$ cat config.mk
export PLATFORM = sky130hd
export DESIGN_NAME = mqtt_packet_deframer_unit
export DESIGN_NICKNAME = d
export VERILOG_FILES = /design/src/rtl/mpd_pkg.sv /design/src/rtl/mqtt_packet_deframer_unit.sv
export SDC_FILE = /design/constraint.sdc
export NUM_CORES = 1
export LEC_CHECK = 0
export ABC_CLOCK_PERIOD_IN_PS = 3000
export BUFFER_PORTS_ARGS = -buffer_cell sky130_fd_sc_hd__buf_4
export CAP_MARGIN = 10
export CORE_MARGIN = 2
export CORE_UTILIZATION = 50
export CTS_BUF_LIST = sky130_fd_sc_hd__clkbuf_8
export DETAILED_ROUTE_END_ITERATION = 7
export PLACE_DENSITY = 0.71
export SETUP_SLACK_MARGIN = 0.05
export SYNTH_ARGS = -nofsm -noshare
export SYNTH_HDL_FRONTEND = slang
export SYNTH_SLANG_ARGS = --single-unit
export TNS_END_PERCENT = 50
$ cat constraint.sdc
create_clock -name clk -period 3 [get_ports clk]
set_input_delay 0.45 -clock clk [delete_from_list [all_inputs] [get_ports clk]]
set_output_delay 0.45 -clock clk [all_outputs]
set_load 0.01 [all_outputs]
$ cat src/rtl/mpd_pkg.sv
`default_nettype none

package mpd_pkg;

	typedef enum logic [3:0] {
		PH_HDR    = 4'd0,
		PH_LEN    = 4'd1,
		PH_PNL_HI = 4'd2,
		PH_PNL_LO = 4'd3,
		PH_PNAME  = 4'd4,
		PH_SKIP4  = 4'd5,
		PH_IDL_HI = 4'd6,
		PH_IDL_LO = 4'd7,
		PH_CID    = 4'd8,
		PH_IGNORE = 4'd9,
		PH_TL_HI  = 4'd10,
		PH_TL_LO  = 4'd11,
		PH_TOPIC  = 4'd12,
		PH_AFTER  = 4'd13,
		PH_PID_HI = 4'd14,
		PH_PID_LO = 4'd15
	} phase_t;

	localparam logic [3:0] ROLE_HEADER    = 4'd0;
	localparam logic [3:0] ROLE_LENGTH    = 4'd1;
	localparam logic [3:0] ROLE_SKIPPED   = 4'd2;
	localparam logic [3:0] ROLE_TOPIC_LEN = 4'd3;
	localparam logic [3:0] ROLE_TOPIC     = 4'd4;
	localparam logic [3:0] ROLE_PACKET_ID = 4'd5;
	localparam logic [3:0] ROLE_QOS       = 4'd6;
	localparam logic [3:0] ROLE_PAYLOAD   = 4'd7;
	localparam logic [3:0] ROLE_ID_LEN    = 4'd8;
	localparam logic [3:0] ROLE_CLIENT_ID = 4'd9;
	localparam logic [3:0] ROLE_IGNORED   = 4'd10;

	localparam logic [3:0] KIND_CONNECT   = 4'd1;
	localparam logic [3:0] KIND_PUBLISH   = 4'd3;
	localparam logic [3:0] KIND_SUBSCRIBE = 4'd8;
	localparam logic [3:0] KIND_PINGREQ   = 4'd12;

	localparam logic [1:0] REPLY_NONE     = 2'd0;
	localparam logic [1:0] REPLY_CONNACK  = 2'd1;
	localparam logic [1:0] REPLY_SUBACK   = 2'd2;
	localparam logic [1:0] REPLY_PINGRESP = 2'd3;

	localparam logic [2:0]  LEN_MAX_BYTES = 3'd4;
	localparam logic [7:0]  TOPIC_MAX     = 8'd255;
	localparam logic [15:0] SKIP4_COUNT   = 16'd4;

	typedef struct packed {
		logic [3:0]  packet_kind;
		logic [3:0]  byte_role;
		logic [7:0]  echo_byte;
		logic [15:0] field_value;
		logic        field_done;
		logic        packet_end;
		logic [1:0]  reply_due;
		logic [7:0]  topic_total;
		logic        malformed;
	} result_t;

	function automatic logic [1:0] reply_for(input logic [3:0] kind);
		logic [1:0] r;
		case (kind)
			KIND_CONNECT:   r = REPLY_CONNACK;
			KIND_SUBSCRIBE: r = REPLY_SUBACK;
			KIND_PINGREQ:   r = REPLY_PINGRESP;
			default:        r = REPLY_NONE;
		endcase
		return r;
	endfunction

	function automatic phase_t body_start(input logic [3:0] kind);
		phase_t p;
		case (kind)
			KIND_CONNECT:   p = PH_PNL_HI;
			KIND_PUBLISH:   p = PH_TL_HI;
			KIND_SUBSCRIBE: p = PH_PID_HI;
			default:        p = PH_IGNORE;
		endcase
		return p;
	endfunction

endpackage

`default_nettype wire

$ cat src/rtl/mqtt_packet_deframer_unit.sv
`default_nettype none
// Channel   Handshake                  Payload
// input     byte_valid / byte_stall    data_byte
// result    result_valid / result_stall packet_kind, byte_role, echo_byte, field_value,
//                                      field_done, packet_end, reply_due, topic_total,
//                                      malformed
// One result per byte, held in the result register; a byte every cycle unless stalled.
// The phase and length counters update in the same cycle as the byte transfer.
// Reset clears the parser to awaiting a fixed header and empties the result register.
// A stalled result holds; a new byte is taken whenever the result register is empty
// or being drained in the same cycle.

module mqtt_packet_deframer_unit (
	input  wire logic        clk,
	input  wire logic        arst_n,
	input  wire logic        byte_valid,
	output logic             byte_stall,
	input  wire logic [7:0]  data_byte,
	output logic             result_valid,
	input  wire logic        result_stall,
	output logic [3:0]       packet_kind,
	output logic [3:0]       byte_role,
	output logic [7:0]       echo_byte,
	output logic [15:0]      field_value,
	output logic             field_done,
	output logic             packet_end,
	output logic [1:0]       reply_due,
	output logic [7:0]       topic_total,
	output logic             malformed
);
	import mpd_pkg::*;

	phase_t      phase_q, phase_d;
	logic [3:0]  kind_q, kind_d;
	logic [27:0] left_q, left_d;
	logic [2:0]  lcnt_q, lcnt_d;
	logic [15:0] accum_q, accum_d;
	logic [15:0] str_q, str_d;
	logic [7:0]  topics_q, topics_d;

	result_t     res_d, res_q;
	logic        result_valid_q;
	logic        accept;

	logic [27:0] len_frag, len_or, left_dec;
	logic [15:0] str_dec, fv;
	logic        str_done;

	assign byte_stall = result_valid_q && result_stall;
	assign accept     = byte_valid && !byte_stall;

	always_comb begin
		case (lcnt_q[1:0])
			2'd0:    len_frag = {21'd0, data_byte[6:0]};
			2'd1:    len_frag = {14'd0, data_byte[6:0], 7'd0};
			2'd2:    len_frag = {7'd0, data_byte[6:0], 14'd0};
			default: len_frag = {data_byte[6:0], 21'd0};
		endcase
	end

	assign len_or   = left_q | len_frag;
	assign left_dec = (left_q != 28'd0) ? left_q - 28'd1 : left_q;
	assign str_dec  = (str_q != 16'd0) ? str_q - 16'd1 : str_q;
	assign str_done = (str_dec == 16'd0);
	assign fv       = accum_q | {8'd0, data_byte};

	always_comb begin
		phase_d  = phase_q;
		kind_d   = kind_q;
		left_d   = left_q;
		lcnt_d   = lcnt_q;
		accum_d  = accum_q;
		str_d    = str_q;
		topics_d = topics_q;

		res_d             = '0;
		res_d.byte_role   = ROLE_IGNORED;
		res_d.echo_byte   = data_byte;

		unique case (phase_q)
			PH_HDR: begin
				kind_d          = data_byte[7:4];
				left_d          = '0;
				lcnt_d          = '0;
				accum_d         = '0;
				str_d           = '0;
				topics_d        = '0;
				res_d.byte_role = ROLE_HEADER;
				phase_d         = PH_LEN;
			end
			PH_LEN: begin
				res_d.byte_role = ROLE_LENGTH;
				if (lcnt_q >= LEN_MAX_BYTES) begin
					res_d.malformed = 1'b1;
					left_d          = '0;
					lcnt_d          = '0;
					phase_d         = PH_HDR;
				end else begin
					left_d = len_or;
					lcnt_d = lcnt_q + 3'd1;
					if (!data_byte[7]) begin
						if (len_or == 28'd0) begin
							res_d.packet_end = 1'b1;
							phase_d          = PH_HDR;
						end else begin
							phase_d = body_start(kind_q);
						end
					end
				end
			end
			PH_PNL_HI: begin
				res_d.byte_role = ROLE_SKIPPED;
				accum_d         = {data_byte, 8'd0};
				phase_d         = PH_PNL_LO;
			end
			PH_PNL_LO: begin
				res_d.byte_role   = ROLE_SKIPPED;
				res_d.field_value = fv;
				res_d.field_done  = 1'b1;
				if (fv == 16'd0) begin
					str_d   = SKIP4_COUNT;
					phase_d = PH_SKIP4;
				end else begin
					str_d   = fv;
					phase_d = PH_PNAME;
				end
			end
			PH_PNAME: begin
				res_d.byte_role = ROLE_SKIPPED;
				str_d           = str_dec;
				if (str_done) begin
					str_d   = SKIP4_COUNT;
					phase_d = PH_SKIP4;
				end
			end
			PH_SKIP4: begin
				res_d.byte_role = ROLE_SKIPPED;
				str_d           = str_dec;
				if (str_done) begin
					phase_d = PH_IDL_HI;
				end
			end
			PH_IDL_HI: begin
				res_d.byte_role = ROLE_ID_LEN;
				accum_d         = {data_byte, 8'd0};
				phase_d         = PH_IDL_LO;
			end
			PH_IDL_LO: begin
				res_d.byte_role   = ROLE_ID_LEN;
				res_d.field_value = fv;
				res_d.field_done  = 1'b1;
				if (fv == 16'd0) begin
					phase_d = PH_IGNORE;
				end else begin
					str_d   = fv;
					phase_d = PH_CID;
				end
			end
			PH_CID: begin
				res_d.byte_role = ROLE_CLIENT_ID;
				str_d           = str_dec;
				if (str_done) begin
					phase_d = PH_IGNORE;
				end
			end
			PH_IGNORE: begin
				res_d.byte_role = ROLE_IGNORED;
			end
			PH_TL_HI: begin
				res_d.byte_role = ROLE_TOPIC_LEN;
				accum_d         = {data_byte, 8'd0};
				phase_d         = PH_TL_LO;
			end
			PH_TL_LO: begin
				res_d.byte_role   = ROLE_TOPIC_LEN;
				res_d.field_value = fv;
				res_d.field_done  = 1'b1;
				if (kind_q == KIND_SUBSCRIBE && topics_q != TOPIC_MAX) begin
					topics_d = topics_q + 8'd1;
				end
				if (fv == 16'd0) begin
					phase_d = PH_AFTER;
				end else begin
					str_d   = fv;
					phase_d = PH_TOPIC;
				end
			end
			PH_TOPIC: begin
				res_d.byte_role = ROLE_TOPIC;
				str_d           = str_dec;
				if (str_done) begin
					phase_d = PH_AFTER;
				end
			end
			PH_AFTER: begin
				if (kind_q == KIND_SUBSCRIBE) begin
					res_d.byte_role = ROLE_QOS;
					phase_d         = PH_TL_HI;
				end else begin
					res_d.byte_role = ROLE_PAYLOAD;
				end
			end
			PH_PID_HI: begin
				res_d.byte_role = ROLE_PACKET_ID;
				accum_d         = {data_byte, 8'd0};
				phase_d         = PH_PID_LO;
			end
			PH_PID_LO: begin
				res_d.byte_role   = ROLE_PACKET_ID;
				res_d.field_value = fv;
				res_d.field_done  = 1'b1;
				phase_d           = PH_TL_HI;
			end
		endcase

		// count down the body and close the packet when it runs out
		if (phase_q != PH_HDR && phase_q != PH_LEN) begin
			left_d = left_dec;
			if (left_dec == 28'd0) begin
				res_d.packet_end = 1'b1;
				phase_d          = PH_HDR;
			end
		end

		res_d.packet_kind = kind_d;
		res_d.topic_total = topics_d;
		res_d.reply_due   = res_d.packet_end ? reply_for(kind_d) : REPLY_NONE;
	end

	always_ff @(posedge clk or negedge arst_n) begin
		if (!arst_n) begin
			phase_q  <= PH_HDR;
			kind_q   <= '0;
			left_q   <= '0;
			lcnt_q   <= '0;
			accum_q  <= '0;
			str_q    <= '0;
			topics_q <= '0;
		end else if (accept) begin
			phase_q  <= phase_d;
			kind_q   <= kind_d;
			left_q   <= left_d;
			lcnt_q   <= lcnt_d;
			accum_q  <= accum_d;
			str_q    <= str_d;
			topics_q <= topics_d;
		end
	end

	always_ff @(posedge clk or negedge arst_n) begin
		if (!arst_n) begin
			result_valid_q <= 1'b0;
		end else if (accept) begin
			result_valid_q <= 1'b1;
		end else if (!result_stall) begin
			result_valid_q <= 1'b0;
		end
	end

	always_ff @(posedge clk) begin
		if (accept) begin
			res_q <= res_d;
		end
	end

	assign result_valid = result_valid_q;
	assign packet_kind  = res_q.packet_kind;
	assign byte_role    = res_q.byte_role;
	assign echo_byte    = res_q.echo_byte;
	assign field_value  = res_q.field_value;
	assign field_done   = res_q.field_done;
	assign packet_end   = res_q.packet_end;
	assign reply_due    = res_q.reply_due;
	assign topic_total  = res_q.topic_total;
	assign malformed    = res_q.malformed;

endmodule

`default_nettype wire

==> impl_metrics.py <==
metrics = {
    "drt": {
        "wl_um": 22000,
        "drtIter0Drc": 792,
        "first_pass_iters": 6,
        "drtAntennaViolNets": 0,
        "vias": 6834,
        "routed_via_density": 6.36,
        "drc_errors": 0,
        "wire_per_inst_um": 20.5,
    },
    "synthesis": {
        "synth_cell_type_count": 80,
        "synth.ff_latch_count": 117,
        "synth_edf_count": 45,
        "synth_top_cell_by_area": "dfrtp_1",
        "yosysWarnings": 0,
        "syn_area_um2": 7050,
        "synth.avg_cell_area_um2": 9.08,
        "async_reset_ff_frac": 0.615,
        "synth_area_leaders": "dfrtp_1, edfxtp_1, nor2_1, nand2_1, o21ai_0",
        "synth-main-ff-cell": "dfrtp_1",
        "synthCells": 777,
        "syn-num-nets": 798,
        "ys_seq_area_frac": 0.447,
        "synth_top_area_frac": 0.256,
    },
    "global_routing": {
        "grt_pass1_wl_um": 34000,
        "overflow": 0,
        "grt_max_degree": 73,
        "grt_antenna_before_repair": 0,
        "grt.total_usage": 0.296,
        "grt_pass1_vias": 6375,
    },
    "sta": {
        "slew_headroom": 0.339,
        "fin_crit_sh": 0.961,
        "skew_ns": 0.0126,
        "rsz0062_at_grt": "true",
        "setup_ws_ns": 0.117,
        "hold_viol": 0,
        "slew_violations": 0,
        "min_period_ns": 2.88,
        "worst_slew_pin_slew_ns": 0.991,
        "setup_viol": 0,
        "fmax_ghz": 0.347,
    },
    "clocking": {
        "cts_tree": "done",
        "htreeDepth": 4,
        "clock_path_buffers": 2,
        "cts_buffers": 17,
        "insertion_delay_ns": 0.46,
        "cts_hold_buf": 0,
        "clock_sinks": 117,
        "path_clk_slew_ns": 0.08,
        "clockRootBuffer": "clkbuf_8",
    },
    "power": {
        "p_seq_frac": 0.301,
        "p_per_area_nw_per_um2": 1030,
        "internal_power_mw": 5.06,
        "total_power_mw": 9.04,
        "p_leak_nw": 3.68,
        "power_frac_comb": 0.518,
        "switchingPower_mw": 3.98,
        "ir_worst_vdd_mv": 0.497,
        "sw_frac_of_total": 0.440,
        "clockPowerShare": 0.182,
    },
    "final_layout": {
        "area_delta_synth_final_pct": 24.3,
        "nNetsFinal": 903,
        "n_antenna_cell": 0,
        "drive_above_1_share": 0.267,
    },
    "flow_run": {
        "maxCapViolCount": 0,
    },
    "die": {
        "die-area_um2": 15100,
        "die_y_um": 123,
        "die-width_um": 123,
        "coreArea_um2": 13800,
        "rows": 43,
        "io_pins": 59,
        "start_util": 0.510,
    },
    "setup_path": {
        "crit_arrival_ns": 3.23,
        "worstSetupPathType": "reg -> reg",
        "critPathMaxFanout": 6,
        "worstRegToRegCells": 8,
        "critPathCaptureType": "flop",
        "cp.required_ns": 3.35,
        "start_kind": "flop",
    },
    "place": {
        "gp_congestion": 0.988,
        "portBuffers": 58,
        "place_ws_ns": -0.0431,
        "dpl.hpwl_um": 15100,
    },
    "status": {
        "status": "finished, final reports clean",
    },
    "hold_path": {
        "hold_path_class": "in -> async",
    },
}
[Yosys cell counts, drive strengths merged (5+ instances only)]
| cell type | count |
|---|---|
| a211oi | 5 |
| a32oi | 5 |
| edfxtp | 45 |
| nor2 | 80 |
| buf | 13 |
| nor3 | 25 |
| xnor2 | 5 |
| ha | 9 |
| a211o | 5 |
| nand2b | 5 |
| o22ai | 13 |
| nor4b | 5 |
| mux2 | 5 |
| mux2i | 12 |
| o21ai | 56 |
| nor2b | 5 |
| or4 | 8 |
| o31ai | 7 |
| clkbuf | 40 |
| nor3b | 5 |
| a21oi | 45 |
| nand3 | 16 |
| a21o | 6 |
| o22a | 7 |
| nor4 | 26 |
| dfrtp | 72 |
| a22o | 17 |
| a31oi | 9 |
| inv | 26 |
| and2 | 8 |
| and3 | 21 |
| a221o | 7 |
| nand4 | 14 |
| or3 | 13 |
| nand2 | 79 |
[worst paths after layout]
check | startpoint | to | slack (ns)
max | str_q[8] | str_q[12] | 0.12
min | arst_n | str_q[4] | 0.13
max reg2reg | str_q[8] | str_q[12] | 0.12
min reg2reg | kind_q[3] | kind_q[3] | 0.54
max in group asynchronous | arst_n | left_q[21] | 2.14
min in group clk | byte_valid | result_valid | 0.20
[power by group through the flow]
stage               sequential (mW)  combinational, mW  clock, mW
floorplan                      2.57               2.82          0
global placement               2.66               4.19          0
detailed placement             2.69               4.26          0
CTS                            2.67               4.34       1.65
global route                   2.79               5.07       1.72
finish                         2.72               4.68       1.64
[area by class of cell]
class	count	area (um2)
flip-flops and latches	117	3160
inverters	26	97.6
multi-input cells	580	3790
well taps	180	225
repair buffers	140	1050
fillers	1159	5060
clock buffers	17	234
clock inverters	15	206
[repair_timing]
action,4_1_cts,5_1_grt
setup endpoints to repair,17,21
setup buffers,0,4
gates resized for setup,13,43
pin swaps,1,17
gates cloned,0,0
[cells by family after synthesis]
family	synth area share
AO/OA/AOI/OAI	0.214
AND/OR/NAND/NOR	0.240
multiplexers	0.0250
XOR/XNOR	0.00745
adder cells (fa/ha/maj)	0.0160
buffers and inverters	0.0500
flip-flops	0.447
[metrics by stage]
stage / cell area, um2 / utilization / TNS [ns] / std cells / hold slack, ns
global placement: 8060 / 0.583 / 0 / 1039 / 0.520
floorplan: 7060 / - / 0 / 777 / 0.154
CTS: 8560 / 0.619 / 0 / 1071 / 0.180
finish: 8760 / 0.634 / 0 / 1075 / 0.133
detailed placement: 8060 / 0.583 / -0.205 / 1039 / 0.530
global route: 8760 / 0.634 / -0.000556 / 1075 / 0.211
[cells in the final DEF, fill, tap and decap left out, types with 5 or more instances in the layout]
cell type | Yosys | layout
mux2i_1 | 12 | 12
ha_1 | 9 | 8
a31oi_1 | 9 | 9
clkinv_4 | 0 | 6
buf_4 | 4 | 140
o22a_1 | 7 | 7
nor2_1 | 80 | 75
or3_1 | 12 | 11
and3_1 | 21 | 20
dfrtp_1 | 72 | 70
nand3_1 | 15 | 15
xnor2_1 | 5 | 5
mux2_2 | 5 | 5
a22o_1 | 17 | 17
nor4_1 | 26 | 19
a21oi_1 | 45 | 45
and2_1 | 7 | 7
clkbuf_8 | 0 | 17
a221o_1 | 5 | 5
nor2b_1 | 5 | 5
a21o_1 | 6 | 6
nor2_2 | 0 | 5
o21ai_0 | 56 | 47
nor3_1 | 23 | 20
o21ai_1 | 0 | 6
a32oi_1 | 5 | 5
nand2_1 | 78 | 78
nand2b_1 | 5 | 5
inv_1 | 26 | 24
edfxtp_1 | 45 | 45
nand4_1 | 13 | 13
o22ai_1 | 13 | 13
[metal layers]
layer / wire length [um] / up-vias / GRT usage
li1: - / 3144 / -
met1: 9510 / 3254 / 0.418
met2: 10000 / 375 / 0.453
met3: 1850 / 61 / 0.0455
met4: 657 / 0 / 0.122
met5: 0 / - / 0
[flip-flops by register name (all words and copies together), names as in the netlist]
| name | cells |
|---|---|
| topic_total | 8 |
| packet_kind | 4 |
| packet_end | 1 |
| str_q | 16 |
| field_done | 1 |
| echo_byte | 8 |
| accum_q | 8 |
| lcnt_q | 3 |
| byte_role | 4 |
| topics_q | 8 |
| malformed | 1 |
| kind_q | 4 |
| left_q | 28 |
| result_valid | 1 |
| phase_q | 4 |
| reply_due | 2 |
| field_value | 16 |
[critical path, cell delays in order (launching register included)]
cell and delay, ns:
dfrtp_1 0.44, or4_4 0.56, or4b_4 0.53, o41ai_2 0.22
a211o_2 0.19, nand4_4 0.13, and3_4 0.23, a21o_1 0.18
a211o_1 0.28
(Power assumes the default switching activity.)
